--- src/hdl/lcc_pkg.sv ---
// shared types, constants and the class decode for the luhn card classifier
package lcc_pkg;

  // widths of the beat fields
  localparam int DIGIT_W = 4;
  localparam int COUNT_W = 5;
  localparam int SUM_W   = 4;

  // length, digit and modulus values for the class decode, the count saturation and the mod ten fold
  localparam logic [COUNT_W-1:0] COUNT_MAX  = 5'd31;
  localparam logic [COUNT_W-1:0] LEN_SHORT  = 5'd13;
  localparam logic [COUNT_W-1:0] LEN_MID    = 5'd15;
  localparam logic [COUNT_W-1:0] LEN_LONG   = 5'd16;
  localparam logic [DIGIT_W-1:0] DIG_ONE    = 4'd1;
  localparam logic [DIGIT_W-1:0] DIG_THREE  = 4'd3;
  localparam logic [DIGIT_W-1:0] DIG_FOUR   = 4'd4;
  localparam logic [DIGIT_W-1:0] DIG_FIVE   = 4'd5;
  localparam logic [DIGIT_W-1:0] DIG_SEVEN  = 4'd7;
  localparam logic [DIGIT_W-1:0] DIG_NINE   = 4'd9;
  localparam logic [DIGIT_W:0]   MOD_TEN    = 5'd10;
  localparam logic [DIGIT_W:0]   MOD_TWENTY = 5'd20;
  localparam logic [DIGIT_W:0]   MOD_THIRTY = 5'd30;

  typedef enum logic [1:0] {
    CLS_NONE    = 2'd0,
    CLS_LEAD4   = 2'd1,
    CLS_LEAD3X  = 2'd2,
    CLS_LEAD5X  = 2'd3
  } class_t;

  // one result record, class code in the lowest bits
  typedef struct packed {
    logic [COUNT_W-1:0] length;
    logic               checksum_ok;
    class_t             class_code;
  } result_t;

  // queue status seen by the input handshake at the top and by the back end
  typedef struct packed {
    logic full;
    logic empty;
  } q_stat_t;

  function automatic class_t classify(input logic [COUNT_W-1:0] len,
                                      input logic [DIGIT_W-1:0] lead,
                                      input logic [DIGIT_W-1:0] second);
    class_t c;
    c = CLS_NONE;
    if ((len == LEN_SHORT || len == LEN_LONG) && lead == DIG_FOUR) begin
      c = CLS_LEAD4;
    end else if (len == LEN_MID && lead == DIG_THREE &&
                 (second == DIG_FOUR || second == DIG_SEVEN)) begin
      c = CLS_LEAD3X;
    end else if (len == LEN_LONG && lead == DIG_FIVE &&
                 second >= DIG_ONE && second <= DIG_FIVE) begin
      c = CLS_LEAD5X;
    end
    return c;
  endfunction

endpackage

--- src/hdl/lcc_front.sv ---
// front end: luhn accumulation per digit and result record on the last digit
module lcc_front (
  input  logic                        clk,
  input  logic                        rst_n,
  input  logic                        accept,
  input  logic [lcc_pkg::DIGIT_W-1:0] digit,
  input  logic                        last,
  output logic                        push,
  output lcc_pkg::result_t            push_data
);

  logic [lcc_pkg::COUNT_W-1:0] count_r, count_nxt;
  logic [lcc_pkg::SUM_W-1:0]   sum_r, sum_nxt;
  logic [lcc_pkg::DIGIT_W-1:0] prev_r, prev_nxt;

  logic [lcc_pkg::DIGIT_W:0]   dbl;
  logic [lcc_pkg::DIGIT_W:0]   term;
  logic [lcc_pkg::DIGIT_W:0]   raw_sum;
  logic [lcc_pkg::SUM_W-1:0]   new_sum;
  logic [lcc_pkg::COUNT_W-1:0] new_count;

  always_comb begin
    dbl = {digit, 1'b0};
    if (count_r[0]) begin
      term = (dbl > {1'b0, lcc_pkg::DIG_NINE}) ? dbl - {1'b0, lcc_pkg::DIG_NINE} : dbl;
    end else begin
      term = {1'b0, digit};
    end
    raw_sum = {1'b0, sum_r} + term;
    // raw sum reaches thirty at most, three compares cover the mod ten
    if (raw_sum >= lcc_pkg::MOD_THIRTY) begin
      new_sum = lcc_pkg::SUM_W'(raw_sum - lcc_pkg::MOD_THIRTY);
    end else if (raw_sum >= lcc_pkg::MOD_TWENTY) begin
      new_sum = lcc_pkg::SUM_W'(raw_sum - lcc_pkg::MOD_TWENTY);
    end else if (raw_sum >= lcc_pkg::MOD_TEN) begin
      new_sum = lcc_pkg::SUM_W'(raw_sum - lcc_pkg::MOD_TEN);
    end else begin
      new_sum = lcc_pkg::SUM_W'(raw_sum);
    end
    new_count = (count_r == lcc_pkg::COUNT_MAX) ? count_r : count_r + 1'b1;
  end

  always_comb begin
    count_nxt = count_r;
    sum_nxt   = sum_r;
    prev_nxt  = prev_r;
    if (accept) begin
      if (last) begin
        count_nxt = '0;
        sum_nxt   = '0;
        prev_nxt  = '0;
      end else begin
        count_nxt = new_count;
        sum_nxt   = new_sum;
        prev_nxt  = digit;
      end
    end
  end

  always_ff @(posedge clk) begin
    if (!rst_n) begin
      count_r <= '0;
      sum_r   <= '0;
      prev_r  <= '0;
    end else begin
      count_r <= count_nxt;
      sum_r   <= sum_nxt;
      prev_r  <= prev_nxt;
    end
  end

  assign push                  = accept && last;
  assign push_data.class_code  = lcc_pkg::classify(new_count, digit, prev_r);
  assign push_data.checksum_ok = (new_sum == '0);
  assign push_data.length      = new_count;

endmodule

--- src/hdl/lcc_fifo.sv ---
// short result queue between the front end and the output stage
module lcc_fifo #(
  parameter int DEPTH = 4
) (
  input  logic             clk,
  input  logic             rst_n,
  input  logic             push,
  input  lcc_pkg::result_t push_data,
  input  logic             pop,
  output lcc_pkg::result_t pop_data,
  output lcc_pkg::q_stat_t stat
);

  localparam int AW = $clog2(DEPTH);
  localparam int CW = $clog2(DEPTH + 1);

  lcc_pkg::result_t mem_r [DEPTH];
  logic [AW-1:0] wr_ptr_r, wr_ptr_nxt;
  logic [AW-1:0] rd_ptr_r, rd_ptr_nxt;
  logic [CW-1:0] count_r, count_nxt;
  logic          do_push, do_pop;

  assign stat.full  = (count_r == CW'(DEPTH));
  assign stat.empty = (count_r == '0);
  assign do_push    = push && !stat.full;
  assign do_pop     = pop && !stat.empty;
  assign pop_data   = mem_r[rd_ptr_r];

  always_comb begin
    wr_ptr_nxt = wr_ptr_r;
    rd_ptr_nxt = rd_ptr_r;
    count_nxt  = count_r;
    if (do_push) begin
      wr_ptr_nxt = (wr_ptr_r == AW'(DEPTH - 1)) ? '0 : wr_ptr_r + 1'b1;
    end
    if (do_pop) begin
      rd_ptr_nxt = (rd_ptr_r == AW'(DEPTH - 1)) ? '0 : rd_ptr_r + 1'b1;
    end
    if (do_push && !do_pop) begin
      count_nxt = count_r + 1'b1;
    end else if (do_pop && !do_push) begin
      count_nxt = count_r - 1'b1;
    end
  end

  always_ff @(posedge clk) begin
    if (!rst_n) begin
      wr_ptr_r <= '0;
      rd_ptr_r <= '0;
      count_r  <= '0;
    end else begin
      wr_ptr_r <= wr_ptr_nxt;
      rd_ptr_r <= rd_ptr_nxt;
      count_r  <= count_nxt;
    end
  end

  always_ff @(posedge clk) begin
    if (do_push) begin
      mem_r[wr_ptr_r] <= push_data;
    end
  end

endmodule

--- src/hdl/lcc_back.sv ---
// back end: output register that drains the queue onto the result channel
module lcc_back (
  input  logic             clk,
  input  logic             rst_n,
  input  lcc_pkg::q_stat_t stat,
  input  lcc_pkg::result_t q_data,
  output logic             pop,
  input  logic             out_tready,
  output logic             out_tvalid,
  output lcc_pkg::result_t out_data
);

  logic             valid_r, valid_nxt;
  lcc_pkg::result_t data_r;

  // refill whenever the register is free or its beat leaves this cycle
  assign pop = !stat.empty && (!valid_r || out_tready);

  always_comb begin
    valid_nxt = valid_r;
    if (pop) begin
      valid_nxt = 1'b1;
    end else if (out_tready) begin
      valid_nxt = 1'b0;
    end
  end

  always_ff @(posedge clk) begin
    if (!rst_n) begin
      valid_r <= 1'b0;
    end else begin
      valid_r <= valid_nxt;
    end
  end

  always_ff @(posedge clk) begin
    if (pop) begin
      data_r <= q_data;
    end
  end

  assign out_tvalid = valid_r;
  assign out_data   = data_r;

endmodule

--- src/hdl/card_number_luhn_classifier_top.sv ---
// top level of the luhn card number checker and classifier
//
// digits of a card number enter on the in_ stream, least significant first,
// one per beat; in_tlast marks the most significant digit and closes the
// number. a closed number yields one result beat on the out_ stream with the
// class code, the luhn pass flag and the digit count (saturating at 31).
// beats without in_tlast yield nothing.
// throughput: one digit per cycle while the queue is not full; the luhn add, the mod ten fold and the
// class decode all settle in the front end within the accepting cycle.
// a result beat passes the queue and then the output register: the queue takes the
// record on the edge that took its last digit, and the output register loads it once
// that register is free or its beat leaves; out_tvalid then shows it.
// a queue of QUEUE_DEPTH records sits between front end and output register;
// when the receiver stalls, results pile up there and in_tready drops only
// once the queue is full, so up to QUEUE_DEPTH + 1 results can be held.
// reset (rst_n low, synchronous) clears the running sum, the digit count,
// the saved digit, the queue and the output valid; no clearing pass follows.
module card_number_luhn_classifier_top #(
  parameter int QUEUE_DEPTH = 4
) (
  input  logic       clk,
  input  logic       rst_n,
  // input stream
  input  logic       in_tvalid,
  output logic       in_tready,
  input  logic [7:0] in_tdata,   // [3:0] digit, [7:4] zero fill
  input  logic       in_tlast,   // last: most significant digit
  // result stream
  output logic       out_tvalid,
  input  logic       out_tready,
  output logic [7:0] out_tdata   // [1:0] class_code, [2] checksum_ok, [7:3] length
);

  logic             in_accept;
  logic             push;
  logic             pop;
  lcc_pkg::result_t push_data;
  lcc_pkg::result_t q_data;
  lcc_pkg::result_t out_data;
  lcc_pkg::q_stat_t stat;

  // hold the input only while the queue cannot take a record
  assign in_tready = !stat.full;
  assign in_accept = in_tvalid && in_tready;

  lcc_front u_front (
    .clk       (clk),
    .rst_n     (rst_n),
    .accept    (in_accept),
    .digit     (in_tdata[lcc_pkg::DIGIT_W-1:0]),
    .last      (in_tlast),
    .push      (push),
    .push_data (push_data)
  );

  lcc_fifo #(
    .DEPTH (QUEUE_DEPTH)
  ) u_fifo (
    .clk       (clk),
    .rst_n     (rst_n),
    .push      (push),
    .push_data (push_data),
    .pop       (pop),
    .pop_data  (q_data),
    .stat      (stat)
  );

  lcc_back u_back (
    .clk        (clk),
    .rst_n      (rst_n),
    .stat       (stat),
    .q_data     (q_data),
    .pop        (pop),
    .out_tready (out_tready),
    .out_tvalid (out_tvalid),
    .out_data   (out_data)
  );

  assign out_tdata = out_data;

  // a record is never offered to a full queue
  a_no_overflow : assert property (@(posedge clk) disable iff (!rst_n)
    push |-> !stat.full)
    else $error("result record pushed into full queue");

  // every accepted closing digit produces a record
  a_last_pushes : assert property (@(posedge clk) disable iff (!rst_n)
    (in_tvalid && in_tready && in_tlast) |-> push)
    else $error("closing digit accepted without a record");

  // nothing is popped from an empty queue
  a_no_underflow : assert property (@(posedge clk) disable iff (!rst_n)
    pop |-> !stat.empty)
    else $error("pop from empty queue");

  // the result stream is quiet right after reset
  a_reset_quiet : assert property (@(posedge clk)
    !rst_n |=> !out_tvalid)
    else $error("result beat offered right after reset");

endmodule
--- config.mk ---
export PLATFORM = sky130hd
export DESIGN_NAME = card_number_luhn_classifier_top
export DESIGN_NICKNAME = d
export VERILOG_FILES = /design/src/hdl/lcc_pkg.sv /design/src/hdl/lcc_front.sv /design/src/hdl/lcc_fifo.sv /design/src/hdl/lcc_back.sv /design/src/hdl/card_number_luhn_classifier_top.sv
export SDC_FILE = /design/constraint.sdc
export NUM_CORES = 1
export LEC_CHECK = 0
export ABC_CLOCK_PERIOD_IN_PS = 5450
export BUFFER_PORTS_ARGS = -buffer_cell sky130_fd_sc_hd__buf_4
export CAP_MARGIN = 15
export CORE_MARGIN = 2
export CORE_UTILIZATION = 45
export CTS_CLUSTER_DIAMETER = 30
export DETAILED_ROUTE_END_ITERATION = 12
export GPL_ROUTABILITY_DRIVEN = 0
export PLACE_DENSITY = 0.71
export SYNTH_ARGS = -nofsm -noshare
export SYNTH_HDL_FRONTEND = slang
export SYNTH_SLANG_ARGS = --single-unit
--- constraint.sdc ---
create_clock -name clk -period 5.45 [get_ports clk]
set_input_delay 1.09 -clock clk [delete_from_list [all_inputs] [get_ports clk]]
set_output_delay 1.09 -clock clk [all_outputs]
set_load 0.1 [all_outputs]
==> results.yml <==
setup_path:
  critPathTopFamily: "simple AND/OR/NAND/NOR gates"
  critical_path.most_common_cell: "sky130_fd_sc_hd__inv_1"
  worstPathArrival_ns: 4.74
  crit_path_end_kind: "register"
  timing.critical_path.fanout_max: 5
  worst_path_largest_cell_delay_ns: 0.53
  worstSetupPathType: "input pin to register"
  cp.buffers_inverters: 5
  worstPathCellList: "buf_4 -> inv_1 -> ha_1 -> nor2b_1 -> nor2_1 -> xnor2_1 -> nand2_1 -> o21ai_1 -> inv_1 -> fa_1 -> xnor2_1 -> inv_1 -> ha_1 -> nand3_1 -> inv_1 -> or4_1 -> o211ai_1 -> a22oi_1 -> and4_1"
  worst-endpoint-required_ns: 5.52
  critical_path.slowest_cell: "sky130_fd_sc_hd__or4_1"
  cp-start-kind: "input pin"
logic_synthesis:
  synthTopCellsByCount: "sky130_fd_sc_hd__edfxtp_1 (40), sky130_fd_sc_hd__dfxtp_1 (21), sky130_fd_sc_hd__ha_1 (21), sky130_fd_sc_hd__nand2_1 (21), sky130_fd_sc_hd__inv_1 (20)"
  synth_seq_area_share: 0.524
  syn-num-nets: 307
  synth.lib_cells_used.distinct: 48
  post-synth-top-area-fraction: 0.388
  yosys_register_bits: 61
  netlist_top_cells_area: "sky130_fd_sc_hd__edfxtp_1 (39%), sky130_fd_sc_hd__dfxtp_1 (14%), sky130_fd_sc_hd__ha_1 (8.5%)"
  synth_ff_type: "sky130_fd_sc_hd__edfxtp_1"
  synth.most_common_cell: "sky130_fd_sc_hd__edfxtp_1"
  synth.avg_cell_area_um2: 11.4
  async_reset_ff_frac: 0
  synth-edff-count: 40
  syn-instance-count: 271
  netlist_area_um2: 3100
  yosysTopAreaCell: "sky130_fd_sc_hd__edfxtp_1"
  yosys_warnings: 0
cells_and_area:
  drive_above_1_share: 0.155
  final_core_utilization: 0.515
  fillers: 588
  final_net_count: 328
  antennaDiodeCount: 0
  multi_input_comb_area_um2: 1370
  area_delta_synth_final_pct: 11.7
  area.sequential_um2: 1620
sta:
  timing.final.ws_setup_ns: 0.780
  report.final.slew_viol_count: 0
  finalSetupTns_ns: 0
  worst_hold_slack_ns: 0.469
  finalWorstPathRequiredPeriod_ns: 4.67
  rsz_0062_raised_after_global_routing: "false"
  actual_slew_at_the_worst_max_slew_pin_ns: 1.01
  timing_hold_violations_final: 0
  fmaxAchievable_ghz: 0.214
  clk_skew_ns: 0.00506
  setup_viol: 0
  relSlewSlack: 0.323
  period_share: 0.857
power_and_ir_drop:
  report.power.total_w: 0.00168
  power.ir.vdd_worst_mv: 0.183
  power-per-cell-area_nw_per_um2: 486
  power.static_leakage_nw: 1.33
routing:
  drtIter0Drc: 89
  antenna_left: 0
  first_pass_drt_iterations: 4
  wl_per_cell_um: 14.2
  wl_um: 5350
  post-route-drc-count: 0
  detailroute.via_count: 2048
  dr_vias_cell: 5.43
clock_tree:
  clkLatencyLatePin_ns: 0.33
  cts_max_path_buffers: 2
  clkTransAtPathRegs_ns: 0.06
  htree_num_levels: 3
  ctsRootBufferMaster: "sky130_fd_sc_hd__clkbuf_8"
  post_cts_buffers: 0
  cts.sink_count: 61
  cts_hold_repair.buffers: 0
  tritoncts.num_buffers: 9
  cts_repair_resize_count: 0
  cts_tree: "yes"
flow_run:
  maxCapViolations: 0
placement:
  io_buffer_count: 18
  dp.final_hpwl_um: 3830
  detailedPlace.worstSlack_ns: 0.436
global_routing:
  grt_first_pass_wirelength_um: 9110
  grt_usage: 0.159
  groute.layer.met2.usage: 0.259
  grt_start_max_net_pins: 21
  gr-usage-met3: 0.0341
  globalRouteMet1Util: 0.202
  grt_pass1_vias: 1936
  overflow: 0
  initial_antenna_violation_count: 0
  busiest_layer: "met2"
hold_path:
  min_path_type: "register to register"
outcome:
  outcome: "finished clean"
floorplanning:
  starting_utilization_of_the_core_area: 0.461
  placementRows: 30
  die_width_um: 87.0
  dieHeight_um: 87.0
  die-area_um2: 7560
  boundaryPins: 23
  fp.coreArea_um2: 6720
-- routing by layer --
metal | vias to the layer above | wire length (um)
met1 | 979 | 2470
met2 | 31 | 2710
met5 | - | 0
met3 | 2 | 136
met4 | 0 | 41
li1 | 1036 | -
-- worst reg2reg max path: cells and delay by family, from the launching register on --
family	cells	cell delay, ns
compound gates	3	0.49
flops	1	0.59
xor+xnor	1	0.41
buf+inv	3	0.29
fa+ha+maj	3	0.81
simple gates	4	0.96
-- state kept, by name, summed over array words and instances (netlist names) --
name,cells
u_back.out_data,8
u_back.out_tvalid,1
u_fifo.count_r,3
u_fifo.mem_r,32
u_fifo.rd_ptr_r,2
u_fifo.wr_ptr_r,2
u_front.count_r,5
u_front.prev_r,4
u_front.sum_r,4
-- cells in the final DEF, fill, tap and decap left out, types with 3 or more instances in the layout --
cell,count
sky130_fd_sc_hd__nand3_1,7
sky130_fd_sc_hd__mux4_2,8
sky130_fd_sc_hd__nor3_1,9
sky130_fd_sc_hd__o41ai_1,3
sky130_fd_sc_hd__xnor2_1,6
sky130_fd_sc_hd__xor2_1,4
sky130_fd_sc_hd__nand2_1,21
sky130_fd_sc_hd__o21ai_1,5
sky130_fd_sc_hd__inv_1,20
sky130_fd_sc_hd__buf_4,18
sky130_fd_sc_hd__or3_1,4
sky130_fd_sc_hd__clkinv_2,3
sky130_fd_sc_hd__a21oi_1,18
sky130_fd_sc_hd__edfxtp_1,40
sky130_fd_sc_hd__and2_1,5
sky130_fd_sc_hd__and3_1,4
sky130_fd_sc_hd__dfxtp_1,21
sky130_fd_sc_hd__clkbuf_8,9
sky130_fd_sc_hd__a22oi_1,5
sky130_fd_sc_hd__ha_1,21
sky130_fd_sc_hd__nor2_1,19
sky130_fd_sc_hd__o21ai_0,7
-- metrics by stage --
step                      cell area, um2  cells
final                               3460    377
after floorplan                     3100    271
after global routing                3460    377
after detailed placement            3300    361
after global placement              3300    361
after CTS                           3460    377
-- final timing paths --
kind	cells past startpoint	slack [ns]	from	to
max	19	0.78	in_tdata[1]	u_fifo.mem_r[0][2]$_DFFE_PP_
min	2	0.47	u_back.out_tvalid$_SDFFE_PN0P_	u_back.out_tvalid$_SDFFE_PN0P_
max reg2reg	14	1.65	u_front.count_r[0]$_SDFFE_PN0P_	u_fifo.mem_r[0][2]$_DFFE_PP_
min reg2reg	2	0.47	u_back.out_tvalid$_SDFFE_PN0P_	u_back.out_tvalid$_SDFFE_PN0P_
-- where the power goes --
part | internal, W | switching, W
registers | 0.000587 | 0.0000649
logic | 0.000226 | 0.000482
clock network | 0.000159 | 0.000164
total | 0.000972 | 0.000711
-- kinds of logic (layout without fill, tap and decap cells) --
group           Yosys count  count (layout)  synth area share
fa+ha+maj                23              23            0.0978
mux                      10              10            0.0646
simple gates             84              84             0.138
compound gates           54              54             0.112
buf+inv                  29              55            0.0352
flops                    61              61             0.524
xor+xnor                 10              10            0.0283
-- final cells by class --
cell class                      instances  area share
Sequential cell                        61       0.469
Clock buffer                           10      0.0369
Multi-Input combinational cell        181       0.395
Inverter                               21      0.0228
Tap cell                               80      0.0289
Clock inverter                          6     0.00868
Timing Repair Buffer                   18      0.0391
No activity file was read; power rests on OpenSTA's default activity.
